### config.mk
export PLATFORM = sky130hd
export DESIGN_NAME = pressure_frame_validator_flat
export DESIGN_NICKNAME = d
export VERILOG_FILES = /design/src/rtl/pfv_pkg.sv /design/src/rtl/pfv_in_if.sv /design/src/rtl/pfv_out_if.sv /design/src/rtl/pressure_frame_validator.sv /design/src/rtl/pfv_judge.sv /design/src/flat_wrapper.sv
export SDC_FILE = /design/constraint.sdc
export NUM_CORES = 1
export LEC_CHECK = 0
export ABC_AREA = 1
export BUFFER_PORTS_ARGS = -buffer_cell sky130_fd_sc_hd__buf_2
export CORE_ASPECT_RATIO = 1.1
export CORE_MARGIN = 10
export CORE_UTILIZATION = 54
export CTS_BUF_LIST = sky130_fd_sc_hd__clkbuf_4 sky130_fd_sc_hd__clkbuf_8
export CTS_CLUSTER_DIAMETER = 80
export DETAILED_ROUTE_END_ITERATION = 10
export PLACE_DENSITY = 0.87
export SLEW_MARGIN = 40
export SYNTH_ARGS = -nofsm -noshare
export SYNTH_HDL_FRONTEND = slang
export SYNTH_SLANG_ARGS = --single-unit
export TNS_END_PERCENT = 100
### constraint.sdc
create_clock -name clk_i -period 3.5 [get_ports clk_i]
set_clock_uncertainty 0.2 [all_clocks]
set_input_delay 0.525 -clock clk_i [delete_from_list [all_inputs] [get_ports clk_i]]
set_output_delay 0.525 -clock clk_i [all_outputs]
set_load 0.005 [all_outputs]
### src/rtl/pfv_pkg.sv
`default_nettype none
package pfv_pkg;

  localparam logic [7:0] CH_START = 8'h3b;  // ';'
  localparam logic [7:0] CH_END   = 8'h3a;  // ':'
  localparam logic [7:0] CH_X     = 8'h78;  // 'x'
  localparam logic [7:0] CH_MINUS = 8'h2d;  // '-'
  localparam logic [7:0] CH_SPACE = 8'h20;

  localparam int unsigned MIN_LEN   = 3;
  localparam int unsigned OUT_CHARS = 7;
  // visible window over the store, deep enough for any MAX_CHARS up to 16
  localparam int unsigned VIS_DEPTH = 16;

  typedef logic [7:0] char_t;
  typedef char_t vis_t [VIS_DEPTH];

endpackage
`default_nettype wire

### src/rtl/pfv_in_if.sv
`default_nettype none
interface pfv_in_if;
  logic       valid;
  logic       ready;
  logic [7:0] rx_byte;

  modport source (output valid, output rx_byte, input ready);
  modport sink (input valid, input rx_byte, output ready);
endinterface
`default_nettype wire

### src/rtl/pfv_out_if.sv
`default_nettype none
interface pfv_out_if;
  logic       valid;
  logic       ready;
  logic       frame_status;
  logic [7:0] char_0;
  logic [7:0] char_1;
  logic [7:0] char_2;
  logic [7:0] char_3;
  logic [7:0] char_4;
  logic [7:0] char_5;
  logic [7:0] char_6;

  modport source (
    output valid, output frame_status,
    output char_0, output char_1, output char_2, output char_3,
    output char_4, output char_5, output char_6,
    input ready
  );
  modport sink (
    input valid, input frame_status,
    input char_0, input char_1, input char_2, input char_3,
    input char_4, input char_5, input char_6,
    output ready
  );
endinterface
`default_nettype wire

### src/rtl/pressure_frame_validator.sv
`default_nettype none
// Checks blood pressure frames of the form ';' text ':' (e.g. ";120x80:"), one
// received byte per word on rx_i, and gives a result word on res_o with
// frame_status 0 and the text padded with spaces, or frame_status 1 and all
// spaces. A result follows a closing ':', a stray ';' inside a frame, or any
// byte other than ';' outside a frame; other bytes give no result. Every byte
// is handled in the cycle it is accepted and its result is registered in the
// output register, so one byte is taken per clock cycle while rx_i.ready is
// high; it drops only while that register holds a result the sink has not taken.
// Up to MAX_CHARS bytes of text are kept; longer frames are flagged as errors.
module pressure_frame_validator #(
  parameter int unsigned MAX_CHARS = 7
) (
  input  wire logic clk_i,
  input  wire logic rst_ni,
  pfv_in_if.sink    rx_i,
  pfv_out_if.source res_o
);
  import pfv_pkg::*;

  localparam int unsigned CW = $clog2(MAX_CHARS + 2);
  localparam int unsigned IW = $clog2(MAX_CHARS);

  logic          in_frame_q, in_frame_d;
  logic [CW-1:0] count_q, count_d;
  logic [2:0]    x_idx_q, x_idx_d;
  char_t         store_q [MAX_CHARS];

  logic          out_valid_q, out_valid_d;
  logic          status_q;
  char_t         chars_q [OUT_CHARS];

  logic          accept;
  logic          emit;
  logic          emit_err;
  logic          store_we;
  logic          frame_ok;
  char_t         rx_b;
  vis_t          vis;

  assign rx_b   = rx_i.rx_byte;
  assign accept = rx_i.valid && rx_i.ready;
  assign rx_i.ready = !out_valid_q || res_o.ready;

  // positions not written in this frame read as space
  for (genvar i = 0; i < VIS_DEPTH; i++) begin : g_vis
    if (i < MAX_CHARS) begin : g_stored
      assign vis[i] = (count_q > CW'(i)) ? store_q[i] : CH_SPACE;
    end else begin : g_pad
      assign vis[i] = CH_SPACE;
    end
  end

  pfv_judge #(
    .MAX_CHARS (MAX_CHARS),
    .CW        (CW)
  ) u_judge (
    .count_i (count_q),
    .x_idx_i (x_idx_q),
    .vis_i   (vis),
    .ok_o    (frame_ok)
  );

  always_comb begin
    in_frame_d = in_frame_q;
    count_d    = count_q;
    x_idx_d    = x_idx_q;
    emit       = 1'b0;
    emit_err   = 1'b1;
    store_we   = 1'b0;
    if (accept) begin
      if (!in_frame_q) begin
        if (rx_b != CH_START) begin
          emit = 1'b1;
        end else begin
          in_frame_d = 1'b1;
          count_d    = '0;
          x_idx_d    = '0;
        end
      end else if (rx_b == CH_START) begin
        emit    = 1'b1;
        count_d = '0;
        x_idx_d = '0;
      end else if (rx_b == CH_END) begin
        emit       = 1'b1;
        emit_err   = !frame_ok;
        in_frame_d = 1'b0;
        count_d    = '0;
        x_idx_d    = '0;
      end else begin
        if (rx_b == CH_X) begin
          x_idx_d = (count_q > CW'(7)) ? 3'd7 : count_q[2:0];
        end
        store_we = (count_q < CW'(MAX_CHARS));
        if (count_q <= CW'(MAX_CHARS)) begin
          count_d = count_q + CW'(1);
        end
      end
    end
    if (emit) begin
      out_valid_d = 1'b1;
    end else if (res_o.ready) begin
      out_valid_d = 1'b0;
    end else begin
      out_valid_d = out_valid_q;
    end
  end

  always_ff @(posedge clk_i or negedge rst_ni) begin
    if (!rst_ni) begin
      in_frame_q  <= 1'b0;
      count_q     <= '0;
      x_idx_q     <= '0;
      out_valid_q <= 1'b0;
    end else begin
      in_frame_q  <= in_frame_d;
      count_q     <= count_d;
      x_idx_q     <= x_idx_d;
      out_valid_q <= out_valid_d;
    end
  end

  always_ff @(posedge clk_i) begin
    if (store_we) begin
      store_q[count_q[IW-1:0]] <= rx_b;
    end
  end

  always_ff @(posedge clk_i) begin
    if (emit) begin
      status_q <= emit_err;
      for (int i = 0; i < OUT_CHARS; i++) begin
        chars_q[i] <= emit_err ? CH_SPACE : vis[i];
      end
    end
  end

  assign res_o.valid        = out_valid_q;
  assign res_o.frame_status = status_q;
  assign res_o.char_0       = chars_q[0];
  assign res_o.char_1       = chars_q[1];
  assign res_o.char_2       = chars_q[2];
  assign res_o.char_3       = chars_q[3];
  assign res_o.char_4       = chars_q[4];
  assign res_o.char_5       = chars_q[5];
  assign res_o.char_6       = chars_q[6];

endmodule
`default_nettype wire

### src/rtl/pfv_judge.sv
`default_nettype none
module pfv_judge #(
  parameter int unsigned MAX_CHARS = 7,
  parameter int unsigned CW = 4
) (
  input  logic [CW-1:0]   count_i,
  input  logic [2:0]      x_idx_i,
  input  pfv_pkg::vis_t   vis_i,
  output logic            ok_o
);
  import pfv_pkg::*;

  localparam int unsigned SW = ((CW > 3) ? CW : 3) + 1;

  logic [SW-1:0] n_ext;
  logic [SW-1:0] x_ext;
  logic          len_bad;
  logic          x_bad;
  logic          tail_bad;
  logic          minus_after;

  assign n_ext = SW'(count_i);
  assign x_ext = SW'(x_idx_i);

  assign len_bad  = (n_ext < SW'(MIN_LEN)) || (n_ext > SW'(MAX_CHARS));
  assign x_bad    = (x_idx_i == 3'd0) || (x_idx_i > 3'd3);
  assign tail_bad = (n_ext < x_ext + SW'(2)) || (n_ext > x_ext + SW'(4));

  // unwritten positions read as space in vis_i, so no extra range check
  always_comb begin
    case (x_idx_i)
      3'd1:    minus_after = (vis_i[2] == CH_MINUS);
      3'd2:    minus_after = (vis_i[3] == CH_MINUS);
      3'd3:    minus_after = (vis_i[4] == CH_MINUS);
      default: minus_after = 1'b0;
    endcase
  end

  assign ok_o = !len_bad && !x_bad && !tail_bad &&
                (vis_i[0] != CH_MINUS) && !minus_after;

endmodule
`default_nettype wire
### src/flat_wrapper.sv
// flat-port wrapper written by rule: the top's interface ports become plain ports
module pressure_frame_validator_flat import pfv_pkg::*;
#(
  parameter int unsigned MAX_CHARS = 7
)
  (clk_i, rst_ni, rx_i_valid, rx_i_rx_byte, rx_i_ready, res_o_valid, res_o_frame_status, res_o_char_0, res_o_char_1, res_o_char_2, res_o_char_3, res_o_char_4, res_o_char_5, res_o_char_6, res_o_ready);
  pfv_in_if rx_i_i ();
  pfv_out_if res_o_i ();
  input  wire logic clk_i;
  input  wire logic rst_ni;
  input wire logic [$bits(rx_i_i.valid)-1:0] rx_i_valid;
  input wire logic [$bits(rx_i_i.rx_byte)-1:0] rx_i_rx_byte;
  output wire logic [$bits(rx_i_i.ready)-1:0] rx_i_ready;
  output wire logic [$bits(res_o_i.valid)-1:0] res_o_valid;
  output wire logic [$bits(res_o_i.frame_status)-1:0] res_o_frame_status;
  output wire logic [$bits(res_o_i.char_0)-1:0] res_o_char_0;
  output wire logic [$bits(res_o_i.char_1)-1:0] res_o_char_1;
  output wire logic [$bits(res_o_i.char_2)-1:0] res_o_char_2;
  output wire logic [$bits(res_o_i.char_3)-1:0] res_o_char_3;
  output wire logic [$bits(res_o_i.char_4)-1:0] res_o_char_4;
  output wire logic [$bits(res_o_i.char_5)-1:0] res_o_char_5;
  output wire logic [$bits(res_o_i.char_6)-1:0] res_o_char_6;
  input wire logic [$bits(res_o_i.ready)-1:0] res_o_ready;
  assign rx_i_i.valid = rx_i_valid;
  assign rx_i_i.rx_byte = rx_i_rx_byte;
  assign rx_i_ready = rx_i_i.ready;
  assign res_o_valid = res_o_i.valid;
  assign res_o_frame_status = res_o_i.frame_status;
  assign res_o_char_0 = res_o_i.char_0;
  assign res_o_char_1 = res_o_i.char_1;
  assign res_o_char_2 = res_o_i.char_2;
  assign res_o_char_3 = res_o_i.char_3;
  assign res_o_char_4 = res_o_i.char_4;
  assign res_o_char_5 = res_o_i.char_5;
  assign res_o_char_6 = res_o_i.char_6;
  assign res_o_i.ready = res_o_ready;
  pressure_frame_validator #(.MAX_CHARS(MAX_CHARS)) u_core (.clk_i(clk_i), .rst_ni(rst_ni), .rx_i(rx_i_i), .res_o(res_o_i));
endmodule
==> key figures <==
Floorplanning
  • Row count: 37
  • Die width: about 110 microns
  • IO Pins: 71
  • Core region area: about 0.0093 sq mm
  • Starting Density: about 55%
  • Chip height: 122 microns
  • Die area: 0.0138 sq mm

CTS
  • Root Buffer: clkbuf_8
  • Clock Path Buffers: 2
  • Clock latency on the worst-skew pair: roughly 0.43 ns
  • CTS tree: done
  • Clock slew at reported path FFs: around 0.070 ns
  • Post_cts resized: 0
  • Post-CTS Repair Setup Buffers: 0
  • # clock sinks: 122
  • H-tree levels: 4
  • Cts bufs inserted: 17

Power and ir drop
  • Maximum vdd drop: about 0.00029 V
  • Net Sw Frac: 23.1%
  • Logic gate share of total power: around 7.6%
  • Leak Pwr: approximately 2.5 nW
  • Clock power frac: between 40% and 50%
  • Cell internal pwr: 2.51 mW
  • PwrDens: 537 mW/mm^2
  • Switching pwr: between 700 and 800 uW
  • Part of the power in registers: 51.0%
  • Pwr Total: approximately 3.3 mW

Route
  • Drt total wl: 10500 microns
  • Initial DRT Pass Iterations: 6
  • Vias per cell: roughly 5.2
  • Residual DRC count: 0
  • DR iter-0 viols: between 300 and 400
  • Final ANT Viol Nets: 0
  • DR vias: between 3000 and 4000
  • Average wire per standard cell: around 17 microns

Timing
  • Ratio of final minimum period to clock period: a little under 80%
  • RSZ-0062 raised after global routing: false
  • Relative max-transition margin: 48.6%
  • Setup violators final: 0
  • Fin Hold WS: around 0.22 ns
  • Final hold viol count: 0
  • Max Clk Rate: 370 MHz
  • Min Tclk post-route: 2.70 ns
  • Least-Margin Pin Slew: 0.769 ns
  • Final WS setup: approximately 0.8 ns
  • Slew Viols, Final: 0
  • Setup_tns: 0 ns

Logic synthesis
  • Sequential element share of the synthesized area: 70.6%
  • Yosys top cell area share: between 60 and 70%
  • Mapped cell area: around 0.0051 sq mm
  • Most numerous cell in the Yosys netlist: edfxtp_1
  • Synth Flop Type: edfxtp_1
  • Commonest cells in the netlist: 113 x edfxtp_1, 68 x nor2_1, 63 x nand2_1
  • Synth warn: 0
  • EDFF count, synth: between 100 and 150
  • Post-synth top area cell: edfxtp_1
  • Top cells by area, synth: edfxtp_1 66%, nor2_1 5.0%, nand2_1 4.6%
  • Post-Syn Nets: 441
  • Synth Register Bits: approximately 120
  • Synth unique cells: 33
  • Ys async rst share: between 7 and 8%
  • Mean Syn Cell Area: 12.3 sq um
  • Mapped Cells: approximately 420

Global route
  • Largest net degree at the start of global routing: between 40 and 50
  • Total grt overflow: 0
  • Vias in the first global route: between 3000 and 4000
  • GRT Total Usage: 15.5%
  • Initial antenna violation count: 0
  • First-pass GRT wire length: 16400 microns

Layout
  • Layout Utilization: roughly 65%
  • Design Area, Final: 0.00607 sq mm
  • # diodes: 0
  • Fin nets: around 530
  • Area delta synth->final: 18.4%
  • Layout cell share with drive strength beyond 1: around 26%
  • Filler Cells Inserted: approximately 630
  • Post-route insts no fill: around 640

Setup path
  • Worst path required time: 3.58 ns
  • Critical Path Fanout Max: 13
  • WP data arrival: 2.78 ns
  • Setup CP Type: reg2reg
  • CP Capture Type: register
  • CP startpoint kind: register

Place
  • Placed cell areas: approximately 0.0056 sq mm
  • Final GP Congestion: around 0.91
  • Placed insts: 603
  • HPWL Detailed: 7470 microns
  • Setup WS pre-CTS: between 0.6 and 0.7 ns
  • IO Port Bufs: 70

Run
  • Number of max-cap violations: 0

Status
  • Status: complete, no violations

Hold path
  • Hold Crit Class: in2reg
[final cells by class]
type / instances / area [sq um] / share of cell area [%]
Clock inverter: 14 / 196 / 3.23
Tap cell: 117 / 146 / 2.41
Sequential cell: 122 / 3620 / 59.6
Inverter: 64 / 240 / 3.95
Clock buffer: 18 / 248 / 4.08
Multi-Input combinational cell: 225 / 1210 / 20.0
Timing Repair Buffer: 76 / 410 / 6.76
[path summary, 6_finish.rpt]
kind | from | slack, ns | cells past startpoint | endpoint
worst max-delay path | u_core.count_q[0]$_DFFE_PN0P_ | 0.80 | 12 | u_core.chars_q[6][3]$_SDFFCE_PP0P_
worst min-delay path | rx_i_rx_byte[5] | 0.22 | 1 | u_core.store_q[5][5]$_DFFE_PP_
worst max register to register | u_core.count_q[0]$_DFFE_PN0P_ | 0.80 | 12 | u_core.chars_q[6][3]$_SDFFCE_PP0P_
worst min register to register | u_core.store_q[6][0]$_DFFE_PP_ | 0.34 | 2 | u_core.chars_q[6][0]$_SDFFCE_PP0P_
max in group asynchronous | rst_ni | 2.65 | 2 | u_core.x_idx_q[0]$_DFFE_PN0P_
min in group asynchronous | rst_ni | 0.26 | 2 | u_core.count_q[3]$_DFFE_PN0P_
[state kept, by name, summed over array words and instances (netlist names)]
register                   cells
u_core.res_o.frame_status      1
u_core.res_o.valid             1
u_core.chars_q                56
u_core.count_q                 4
u_core.store_q                56
u_core.in_frame_q              1
u_core.x_idx_q                 3
[routing by layer]
layer  GRT usage, %  routed length [microns]  vias up
li1               -                        -     1579
met1           16.4                     3890     1547
met2           26.3                     5400      150
met3           5.76                      852       26
met4           8.73                      360        0
met5              0                        0        -
[critical path, cell delays in order, from the launching register on]
cell and delay [ns]:
dfrtp_1 0.50, inv_1 0.28, ha_1 0.23, inv_1 0.04, nand2_1 0.05, nand2_1 0.04
nand2_1 0.05, nand2_1 0.04, a21oi_1 0.23, nand2_2 0.14, nor2_8 0.26, nand3_1 0.27
nor2_1 0.21
[cells by family after synthesis]
family | after synthesis | synth area share [%]
fa+ha+maj | 13 | 3.17
compound gates | 27 | 3.39
flops | 122 | 70.6
buf+inv | 69 | 5.90
simple gates | 185 | 17.0
[layout by cell type (no fill, tap or decap), types with 2 or more instances in the layout]
master and instances:
nor3_1 8, buf_4 4, bufinv_16 4, nor2_1 67, nand4_1 7, edfxtp_1 113
inv_1 62, nand2_2 4, nand2_1 63, nor2_4 2, clkinvlp_4 3, clkinv_2 2
ha_1 13, o211ai_1 2, nand3_4 3, o21ai_0 14, nand2_4 2, buf_2 70
clkinv_4 4, nor2_2 10, dfrtp_1 9, a21oi_1 5, inv_2 2, nand3_1 13
clkbuf_8 18, nand3b_1 2
[power groups by stage]
stage / Sequential (mW) / Clock, mW / Combinational (mW)
floorplan: 1.69 / 0 / 0.152
global placement: 1.69 / 0 / 0.238
detailed placement: 1.70 / 0 / 0.247
CTS: 1.66 / 1.37 / 0.249
global route: 1.67 / 1.44 / 0.276
finish: 1.66 / 1.35 / 0.249
[timing repair]
action | in CTS | in global routing
setup endpoints to repair | 0 | 0
hold buffers | 1 | 0
endpoints found under the hold margin | 9 | 0
Note: power is estimated with default switching activity, not from simulation.
